## config.mk

```make
export PLATFORM = sky130hd
export DESIGN_NAME = sensor_command_packet_framer
export DESIGN_NICKNAME = d
export VERILOG_FILES = /design/src/hw/rtl/scpf_pkg.sv /design/src/hw/rtl/scpf_front.sv /design/src/hw/rtl/scpf_queue.sv /design/src/hw/rtl/scpf_back.sv /design/src/hw/rtl/sensor_command_packet_framer.sv
export VERILOG_INCLUDE_DIRS = /design/src /design/src/hw/rtl
export SDC_FILE = /design/constraint.sdc
export NUM_CORES = 1
export LEC_CHECK = 0
export BUFFER_PORTS_ARGS = -buffer_cell sky130_fd_sc_hd__buf_2
export CORE_MARGIN = 3
export CORE_UTILIZATION = 48
export DETAILED_ROUTE_END_ITERATION = 8
export HOLD_SLACK_MARGIN = 0.05
export PLACE_DENSITY = 0.66
export SETUP_SLACK_MARGIN = 0.05
export SLEW_MARGIN = 25
export SYNTH_ARGS = -nofsm -noshare
export SYNTH_HDL_FRONTEND = slang
export SYNTH_SLANG_ARGS = --single-unit
```

## constraint.sdc

```tcl
create_clock -name clk_i -period 5.4 [get_ports clk_i]
set_input_delay 1.08 -clock clk_i [delete_from_list [all_inputs] [get_ports clk_i]]
set_output_delay 1.08 -clock clk_i [all_outputs]
set_load 0.01 [all_outputs]
```

## src/hw/rtl/sensor_command_packet_framer_macros.svh

```systemverilog
// Assertion helpers used by the framer top-level source.
`ifndef SENSOR_COMMAND_PACKET_FRAMER_MACROS_SVH
`define SENSOR_COMMAND_PACKET_FRAMER_MACROS_SVH

// The consequent must hold in the same cycle as the antecedent.
`define SCPF_ASSERT_SAME(label, clk, rst_n, ante, cons) \
  label: assert property (@(posedge clk) disable iff (!rst_n) (ante) |-> (cons)) \
    else $error("framer check failed");

// The consequent must hold in the cycle after the antecedent.
`define SCPF_ASSERT_NEXT(label, clk, rst_n, ante, cons) \
  label: assert property (@(posedge clk) disable iff (!rst_n) (ante) |=> (cons)) \
    else $error("framer check failed");

`endif

```

## src/hw/rtl/scpf_pkg.sv

```systemverilog
`timescale 1ns / 1ps

package scpf_pkg;

  localparam int unsigned CFG_IDX_W = 2;
  localparam int unsigned LEN_W     = 16;
  localparam int unsigned SUM_W     = 16;

  localparam logic [CFG_IDX_W-1:0] CFG_START_WORD     = 2'd0;
  localparam logic [CFG_IDX_W-1:0] CFG_DEVICE_ADDRESS = 2'd1;
  localparam logic [CFG_IDX_W-1:0] CFG_PACKET_KIND    = 2'd2;

  localparam logic [15:0] START_WORD_RST     = 16'hEF01;
  localparam logic [31:0] DEVICE_ADDRESS_RST = 32'hFFFF_FFFF;
  localparam logic [7:0]  PACKET_KIND_RST    = 8'h01;

  localparam logic [LEN_W-1:0] LEN_OVERHEAD = 16'd2;

  // One request as it travels from the front to the back.
  typedef struct packed {
    logic [7:0]       data;
    logic             first;
    logic             last;
    logic [LEN_W-1:0] len;
    logic [SUM_W-1:0] csum;
  } scpf_entry_t;

  // Position of the next byte to send within one request.
  typedef enum logic [3:0] {
    PH_START_HI = 4'd0,
    PH_START_LO = 4'd1,
    PH_ADDR_3   = 4'd2,
    PH_ADDR_2   = 4'd3,
    PH_ADDR_1   = 4'd4,
    PH_ADDR_0   = 4'd5,
    PH_KIND     = 4'd6,
    PH_LEN_HI   = 4'd7,
    PH_LEN_LO   = 4'd8,
    PH_DATA     = 4'd9,
    PH_SUM_HI   = 4'd10,
    PH_SUM_LO   = 4'd11
  } scpf_phase_e;

endpackage

```

## src/hw/rtl/scpf_front.sv

```systemverilog
`timescale 1ns / 1ps

module scpf_front import scpf_pkg::*; #(
  parameter int unsigned MAX_PAYLOAD = 256
) (
  input  logic        clk_i,
  input  logic        rst_ni,
  input  logic        accept_i,
  input  logic [7:0]  payload_byte_i,
  input  logic        first_byte_i,
  input  logic        last_byte_i,
  input  logic [8:0]  payload_count_i,
  input  logic [7:0]  packet_kind_i,
  output scpf_entry_t entry_o
);

  logic [SUM_W-1:0] running_sum_q, running_sum_d;
  logic [LEN_W-1:0] count_sat;
  logic [LEN_W-1:0] len;
  logic [SUM_W-1:0] base_sum;
  logic [SUM_W-1:0] new_sum;

  always_comb begin
    if ({8'd0, payload_count_i} > 17'(MAX_PAYLOAD)) begin
      count_sat = LEN_W'(MAX_PAYLOAD);
    end else begin
      count_sat = {7'd0, payload_count_i};
    end
    len = count_sat + LEN_OVERHEAD;
    if (first_byte_i) begin
      base_sum = {8'd0, len[15:8]} + {8'd0, len[7:0]} + {8'd0, packet_kind_i};
    end else begin
      base_sum = running_sum_q;
    end
    new_sum = base_sum + {8'd0, payload_byte_i};
    running_sum_d = last_byte_i ? '0 : new_sum;
  end

  always_ff @(posedge clk_i or negedge rst_ni) begin
    if (!rst_ni) begin
      running_sum_q <= '0;
    end else if (accept_i) begin
      running_sum_q <= running_sum_d;
    end
  end

  always_comb begin
    entry_o.data  = payload_byte_i;
    entry_o.first = first_byte_i;
    entry_o.last  = last_byte_i;
    entry_o.len   = len;
    entry_o.csum  = new_sum;
  end

endmodule

```

## src/hw/rtl/scpf_queue.sv

```systemverilog
`timescale 1ns / 1ps

module scpf_queue import scpf_pkg::*; (
  input  logic        clk_i,
  input  logic        rst_ni,
  input  logic        push_i,
  input  scpf_entry_t entry_i,
  output logic        full_o,
  input  logic        pop_i,
  output logic        valid_o,
  output scpf_entry_t entry_o
);

  scpf_entry_t slot_q [2];
  logic       wr_ptr_q, wr_ptr_d;
  logic       rd_ptr_q, rd_ptr_d;
  logic [1:0] count_q, count_d;

  assign full_o  = count_q[1];
  assign valid_o = (count_q != 2'd0);
  assign entry_o = slot_q[rd_ptr_q];

  always_comb begin
    wr_ptr_d = push_i ? ~wr_ptr_q : wr_ptr_q;
    rd_ptr_d = pop_i ? ~rd_ptr_q : rd_ptr_q;
    count_d  = count_q + {1'b0, push_i} - {1'b0, pop_i};
  end

  always_ff @(posedge clk_i or negedge rst_ni) begin
    if (!rst_ni) begin
      wr_ptr_q <= 1'b0;
      rd_ptr_q <= 1'b0;
      count_q  <= 2'd0;
    end else begin
      wr_ptr_q <= wr_ptr_d;
      rd_ptr_q <= rd_ptr_d;
      count_q  <= count_d;
    end
  end

  always_ff @(posedge clk_i) begin
    if (push_i) begin
      slot_q[wr_ptr_q] <= entry_i;
    end
  end

endmodule

```

## src/hw/rtl/scpf_back.sv

```systemverilog
`timescale 1ns / 1ps

module scpf_back import scpf_pkg::*; (
  input  logic        clk_i,
  input  logic        rst_ni,
  input  logic [15:0] start_word_i,
  input  logic [31:0] device_address_i,
  input  logic [7:0]  packet_kind_i,
  input  logic        head_valid_i,
  input  scpf_entry_t head_i,
  output logic        pop_o,
  output logic        out_valid_o,
  input  logic        out_stall_i,
  output logic [7:0]  wire_byte_o,
  output logic        run_end_o,
  output logic        frame_end_o
);

  scpf_phase_e phase_q, phase_d, cur_phase;
  logic        active_q, active_d;
  logic        out_valid_q, out_valid_d;
  logic [7:0]  wire_byte_q, wire_byte_d;
  logic        run_end_q, run_end_d;
  logic        frame_end_q, frame_end_d;
  logic        emit;
  logic        entry_done;

  always_comb begin
    if (active_q) begin
      cur_phase = phase_q;
    end else if (head_i.first) begin
      cur_phase = PH_START_HI;
    end else begin
      cur_phase = PH_DATA;
    end

    emit = head_valid_i && (!out_valid_q || !out_stall_i);

    unique case (cur_phase)
      PH_START_HI: wire_byte_d = start_word_i[15:8];
      PH_START_LO: wire_byte_d = start_word_i[7:0];
      PH_ADDR_3:   wire_byte_d = device_address_i[31:24];
      PH_ADDR_2:   wire_byte_d = device_address_i[23:16];
      PH_ADDR_1:   wire_byte_d = device_address_i[15:8];
      PH_ADDR_0:   wire_byte_d = device_address_i[7:0];
      PH_KIND:     wire_byte_d = packet_kind_i;
      PH_LEN_HI:   wire_byte_d = head_i.len[15:8];
      PH_LEN_LO:   wire_byte_d = head_i.len[7:0];
      PH_DATA:     wire_byte_d = head_i.data;
      PH_SUM_HI:   wire_byte_d = head_i.csum[15:8];
      PH_SUM_LO:   wire_byte_d = head_i.csum[7:0];
      default:     wire_byte_d = head_i.data;
    endcase

    entry_done  = ((cur_phase == PH_DATA) && !head_i.last) || (cur_phase == PH_SUM_LO);
    run_end_d   = entry_done;
    frame_end_d = (cur_phase == PH_SUM_LO);
    pop_o       = emit && entry_done;

    phase_d  = phase_q;
    active_d = active_q;
    if (emit) begin
      if (entry_done) begin
        active_d = 1'b0;
      end else begin
        active_d = 1'b1;
        phase_d  = scpf_phase_e'(cur_phase + 4'd1);
      end
    end

    if (emit) begin
      out_valid_d = 1'b1;
    end else if (!out_stall_i) begin
      out_valid_d = 1'b0;
    end else begin
      out_valid_d = out_valid_q;
    end
  end

  always_ff @(posedge clk_i or negedge rst_ni) begin
    if (!rst_ni) begin
      phase_q     <= PH_START_HI;
      active_q    <= 1'b0;
      out_valid_q <= 1'b0;
    end else begin
      phase_q     <= phase_d;
      active_q    <= active_d;
      out_valid_q <= out_valid_d;
    end
  end

  always_ff @(posedge clk_i) begin
    if (emit) begin
      wire_byte_q <= wire_byte_d;
      run_end_q   <= run_end_d;
      frame_end_q <= frame_end_d;
    end
  end

  assign out_valid_o = out_valid_q;
  assign wire_byte_o = wire_byte_q;
  assign run_end_o   = run_end_q;
  assign frame_end_o = frame_end_q;

endmodule

```

## src/hw/rtl/sensor_command_packet_framer.sv

```systemverilog
// Frames command payload bytes into sensor packets. Each accepted request carries one payload
// byte; a request marked first is preceded by a nine-byte header (start word, address, packet
// kind, length) and a request marked last is followed by the two checksum bytes, so one request
// yields one to twelve output bytes. Requests are taken one per cycle into a two-entry queue
// while it is not full; the back end sends one byte per cycle while the receiver does not
// stall it. The back end's output, which the receiver's stall can hold, is the only limit
// on the rate. Configuration must be written only while no request is in flight.
`timescale 1ns / 1ps

`include "sensor_command_packet_framer_macros.svh"

module sensor_command_packet_framer import scpf_pkg::*; #(
  parameter int unsigned MAX_PAYLOAD = 256
) (
  input  logic                 clk_i,
  input  logic                 rst_ni,
  input  logic                 cfg_we_i,
  input  logic [CFG_IDX_W-1:0] cfg_idx_i,
  input  logic [31:0]          cfg_wdata_i,
  input  logic                 in_valid_i,
  output logic                 in_stall_o,
  input  logic [7:0]           payload_byte_i,
  input  logic                 first_byte_i,
  input  logic                 last_byte_i,
  input  logic [8:0]           payload_count_i,
  output logic                 out_valid_o,
  input  logic                 out_stall_i,
  output logic [7:0]           wire_byte_o,
  output logic                 run_end_o,
  output logic                 frame_end_o
);

  logic [15:0] start_word_q;
  logic [31:0] device_address_q;
  logic [7:0]  packet_kind_q;
  logic        accept;
  logic        queue_full;
  logic        head_valid;
  logic        pop;
  scpf_entry_t front_entry;
  scpf_entry_t head_entry;

  always_ff @(posedge clk_i or negedge rst_ni) begin
    if (!rst_ni) begin
      start_word_q     <= START_WORD_RST;
      device_address_q <= DEVICE_ADDRESS_RST;
      packet_kind_q    <= PACKET_KIND_RST;
    end else if (cfg_we_i) begin
      unique case (cfg_idx_i)
        CFG_START_WORD:     start_word_q     <= cfg_wdata_i[15:0];
        CFG_DEVICE_ADDRESS: device_address_q <= cfg_wdata_i;
        CFG_PACKET_KIND:    packet_kind_q    <= cfg_wdata_i[7:0];
        default: ;
      endcase
    end
  end

  assign in_stall_o = queue_full;
  assign accept     = in_valid_i && !queue_full;

  scpf_front #(
    .MAX_PAYLOAD(MAX_PAYLOAD)
  ) u_front (
    .clk_i          (clk_i),
    .rst_ni         (rst_ni),
    .accept_i       (accept),
    .payload_byte_i (payload_byte_i),
    .first_byte_i   (first_byte_i),
    .last_byte_i    (last_byte_i),
    .payload_count_i(payload_count_i),
    .packet_kind_i  (packet_kind_q),
    .entry_o        (front_entry)
  );

  scpf_queue u_queue (
    .clk_i  (clk_i),
    .rst_ni (rst_ni),
    .push_i (accept),
    .entry_i(front_entry),
    .full_o (queue_full),
    .pop_i  (pop),
    .valid_o(head_valid),
    .entry_o(head_entry)
  );

  scpf_back u_back (
    .clk_i           (clk_i),
    .rst_ni          (rst_ni),
    .start_word_i    (start_word_q),
    .device_address_i(device_address_q),
    .packet_kind_i   (packet_kind_q),
    .head_valid_i    (head_valid),
    .head_i          (head_entry),
    .pop_o           (pop),
    .out_valid_o     (out_valid_o),
    .out_stall_i     (out_stall_i),
    .wire_byte_o     (wire_byte_o),
    .run_end_o       (run_end_o),
    .frame_end_o     (frame_end_o)
  );

  `SCPF_ASSERT_SAME(a_frame_end_closes_run, clk_i, rst_ni, out_valid_o && frame_end_o, run_end_o)
  `SCPF_ASSERT_SAME(a_stall_only_when_busy, clk_i, rst_ni, in_stall_o, head_valid)
  `SCPF_ASSERT_NEXT(a_pop_shows_run_end, clk_i, rst_ni, pop, out_valid_o && run_end_o)

endmodule

```

==> summary.txt <==
Setup path
  • Cell count of the worst reg-to-reg path: 10
  • Crit path to: u_queue.slot_q[0][12]
  • Max Fanout on Critical Path: 3
  • CP Class: in -> reg
  • Worst Setup SP: payload_count_i[5]
  • WP data required: about 5600 ps
  • WP data arrival: 5190 ps
  • R2R setup slack: between 1000 and 1500 ps
  • Crit. End Element: register
  • R2R Path End: u_back.wire_byte_o[7]
  • Worst r2r src: u_queue.rd_ptr_q
  • Critical Path Start Type: input port

Clock network
  • Clock slew at reported path FFs: around 70 ps
  • H-tree depth: 4
  • Clk_lat worst skew: 430 ps
  • Clock tree sinks: 164
  • Post-CTS Repair Setup Buffers: 0
  • Root Driver: clkbuf_16
  • Clock buffer depth: 2
  • Num CTS Buffers: 17
  • CTS tree: yes

Placed design
  • Final Wtd Congestion: 0.871
  • PortBufs: 69
  • Dpl hpwl: ~15000 um
  • Placed cell areas: 9030 um^2

GRT
  • Gr ovfl total: 0
  • GRT Total Usage: 22.4%
  • First-pass GRT wire length: 31200 um
  • Vias in the first global route: 5796
  • Largest net degree at the start of global routing: 83
  • Initial antenna violation count: 0

Logic synthesis
  • Seq/Total Area, Yosys: 56.0%
  • Post-synth EDFFs: slightly above 80
  • Most common library cells after synthesis: edfxtp_1, mux2_2, nand2_1
  • Yosys cell types: 68
  • Synth Warn #: 0
  • Top cells by area, synth: edfxtp_1, dfstp_2, dfrtp_1, mux2_2, ha_1
  • Synth Register Bits: 164
  • Avg Cell Area, Syn: 12.5 um^2
  • Leading cell type by number of instances after synthesis: edfxtp_1
  • Area leader, netlist: edfxtp_1
  • Async S/R FF share, synth: 50.0%
  • Yosys top cell area share: 30.2%
  • Synthesized area: between 8000 and 9000 um^2
  • Top_reg_cell synth: edfxtp_1
  • Post-synthesis cell count: between 600 and 700

Timing
  • Final Hold Fails: 0
  • Final period util: 93.0%
  • Tmin final: 5020 ps
  • Relative slew slack: 32.6%
  • Measured slew at the worst slew-check pin: 986 ps
  • Max Slew Vio Count: 0
  • Peak Freq: 199 MHz
  • Skew final: 11.1 ps
  • # setup viols final: 0
  • RSZ-0062 raised after global routing: no

Floorplanning
  • Die Height: roughly 140 um
  • Die X: ~140 um
  • Number of core rows: 47
  • Total Die Area: 18600 um^2
  • Starting density of the core: slightly below 50%
  • Core Region: ~17000 um^2
  • Number of I/O pins: 70

Power
  • Leak: 3.93 nW
  • Pwr Density: 523 nW/um^2
  • Max rail drop VDD: 271 uV

Hold path
  • Hold crit path type: reg -> reg

Run
  • Maxcap violations: 0

Routing
  • Detailed-route DRC error count: 0
  • TritonRoute pass-1 iters: 5
  • Drt total wl: 20000 um
  • WL per Instance: around 20 um
  • Vias: roughly 5700
  • Initial DRC count: 428
  • Via density: 5.74
  • Final ANT Viol Nets: 0

Final layout
  • # diodes: 0
  • Area growth, synth to finish: 18.8%
  • Fillers: 1402
  • Layout cells sized above 1: 34.4%
  • Core Util, Final: between 50% and 60%
  • Final Instance Area: 9690 um^2
  • Nets: 848

Outcome
  • Outcome: finished clean
## critical path, cell delays in order
cell and delay [ps]:
buf_2 100, nand3_2 90, nor2_1 130, a31o_2 200
ha_1 160, inv_1 60, fa_2 550, inv_1 50
ha_1 260, a21o_1 160, a21oi_2 180, o21ai_1 130
a21o_1 190, a21oi_1 170, xnor2_1 80, mux2_2 260
ha_1 320, nor2_1 50, nor2_1 130, o41ai_2 110
a31oi_2 180, and3b_1 210, mux2_1 340
## power breakdown
| part | switching, mW | total (mW) | internal [mW] |
|---|---|---|---|
| sequential | 0.173 | 1.93 | 1.76 |
| clock | 0.508 | 1.29 | 0.778 |
| combinational | 1.11 | 1.85 | 0.740 |
## per-stage QoR
| stage | hold WS, ps | setup TNS (ps) | total power, mW | cells | worst slack, ps |
|---|---|---|---|---|---|
| floorplan | 435 | 0 | 3.08 | 654 | 54.5 |
| global placement | 448 | -108 | 3.72 | 962 | -31.7 |
| detailed placement | 469 | -1760 | 3.79 | 962 | -154 |
| CTS | 483 | 0 | 5.08 | 994 | 277 |
| global route | 509 | 0 | 5.34 | 994 | 96.5 |
| finish | 479 | 0 | 5.07 | 994 | 380 |
## placed cells by master, fill, tap and decap left out, types with 7 or more instances in the layout
cell,n
edfxtp_1,82
buf_2,68
mux2_2,65
nand2_1,46
buf_4,42
dfstp_2,41
dfrtp_1,40
nor2_1,29
mux2i_1,29
o21ai_0,27
ha_1,26
xnor2_1,23
inv_1,19
a21oi_1,17
clkbuf_16,17
nand3_1,16
a22o_1,12
nor2b_1,11
a22oi_1,10
and2_1,9
and3_1,8
nor3_1,8
xor2_1,7
a222oi_1,7
## flip-flops by register name, summed over array words and instances, names as in the netlist
signal                 flops
u_back.active_q            1
u_back.frame_end_o         1
u_back.run_end_o           1
device_address_q          32
u_queue.rd_ptr_q           1
packet_kind_q              8
u_front.running_sum_q     16
u_back.wire_byte_o         8
u_queue.slot_q            72
u_queue.count_q            2
u_queue.wr_ptr_q           1
u_back.out_valid_o         1
u_back.phase_q             4
start_word_q              16
## routing by layer
metal,global-route usage [%],part of all wire [%],vias up
met1,29.9,44,2813
met4,11.2,3.7,0
li1,-,-,2668
met3,3.77,5.2,44
met2,35.6,47,183
met5,0,0,-
## worst min-delay path by stage
stage                        startpoint                       end  depth (start not counted)
2_1_floorplan  u_front.running_sum_q[0]  u_front.running_sum_q[0]                          2
5_1_grt        u_front.running_sum_q[1]  u_front.running_sum_q[1]                          2
6_report       u_front.running_sum_q[1]  u_front.running_sum_q[1]                          2
3_5_place_dp   u_front.running_sum_q[1]  u_front.running_sum_q[1]                          2
3_3_place_gp   u_front.running_sum_q[0]  u_front.running_sum_q[0]                          2
4_1_cts        u_front.running_sum_q[1]  u_front.running_sum_q[1]                          2
## final cells by class
type | instances | area, um^2 | area share, %
clock buffer | 17 | 425 | 4.39
clock inverter | 15 | 204 | 2.11
inverter | 20 | 75.1 | 0.775
multi-input combinational | 447 | 3470 | 35.8
sequential | 164 | 4570 | 47.2
tap | 220 | 275 | 2.84
timing repair buffer | 111 | 667 | 6.89
## kinds of logic (layout without fill, tap and decap cells)
kind of cell	Yosys count	after routing	synth area share [%]
XOR/XNOR	30	30	3.22
AND/OR/NAND/NOR	156	156	9.77
buffers and inverters	43	163	1.99
flip-flops	164	164	56.0
other	2	4	0.0921
adder cells (fa/ha/maj)	29	29	4.73
multiplexers	95	95	12.7
AO/OA/AOI/OAI	133	133	11.5
## repair_timing
item,in CTS,in global routing
hold buffers,0,0
gates resized for setup,0,6
setup endpoints to repair,0,11
No activity file was read; power rests on OpenSTA's default activity.
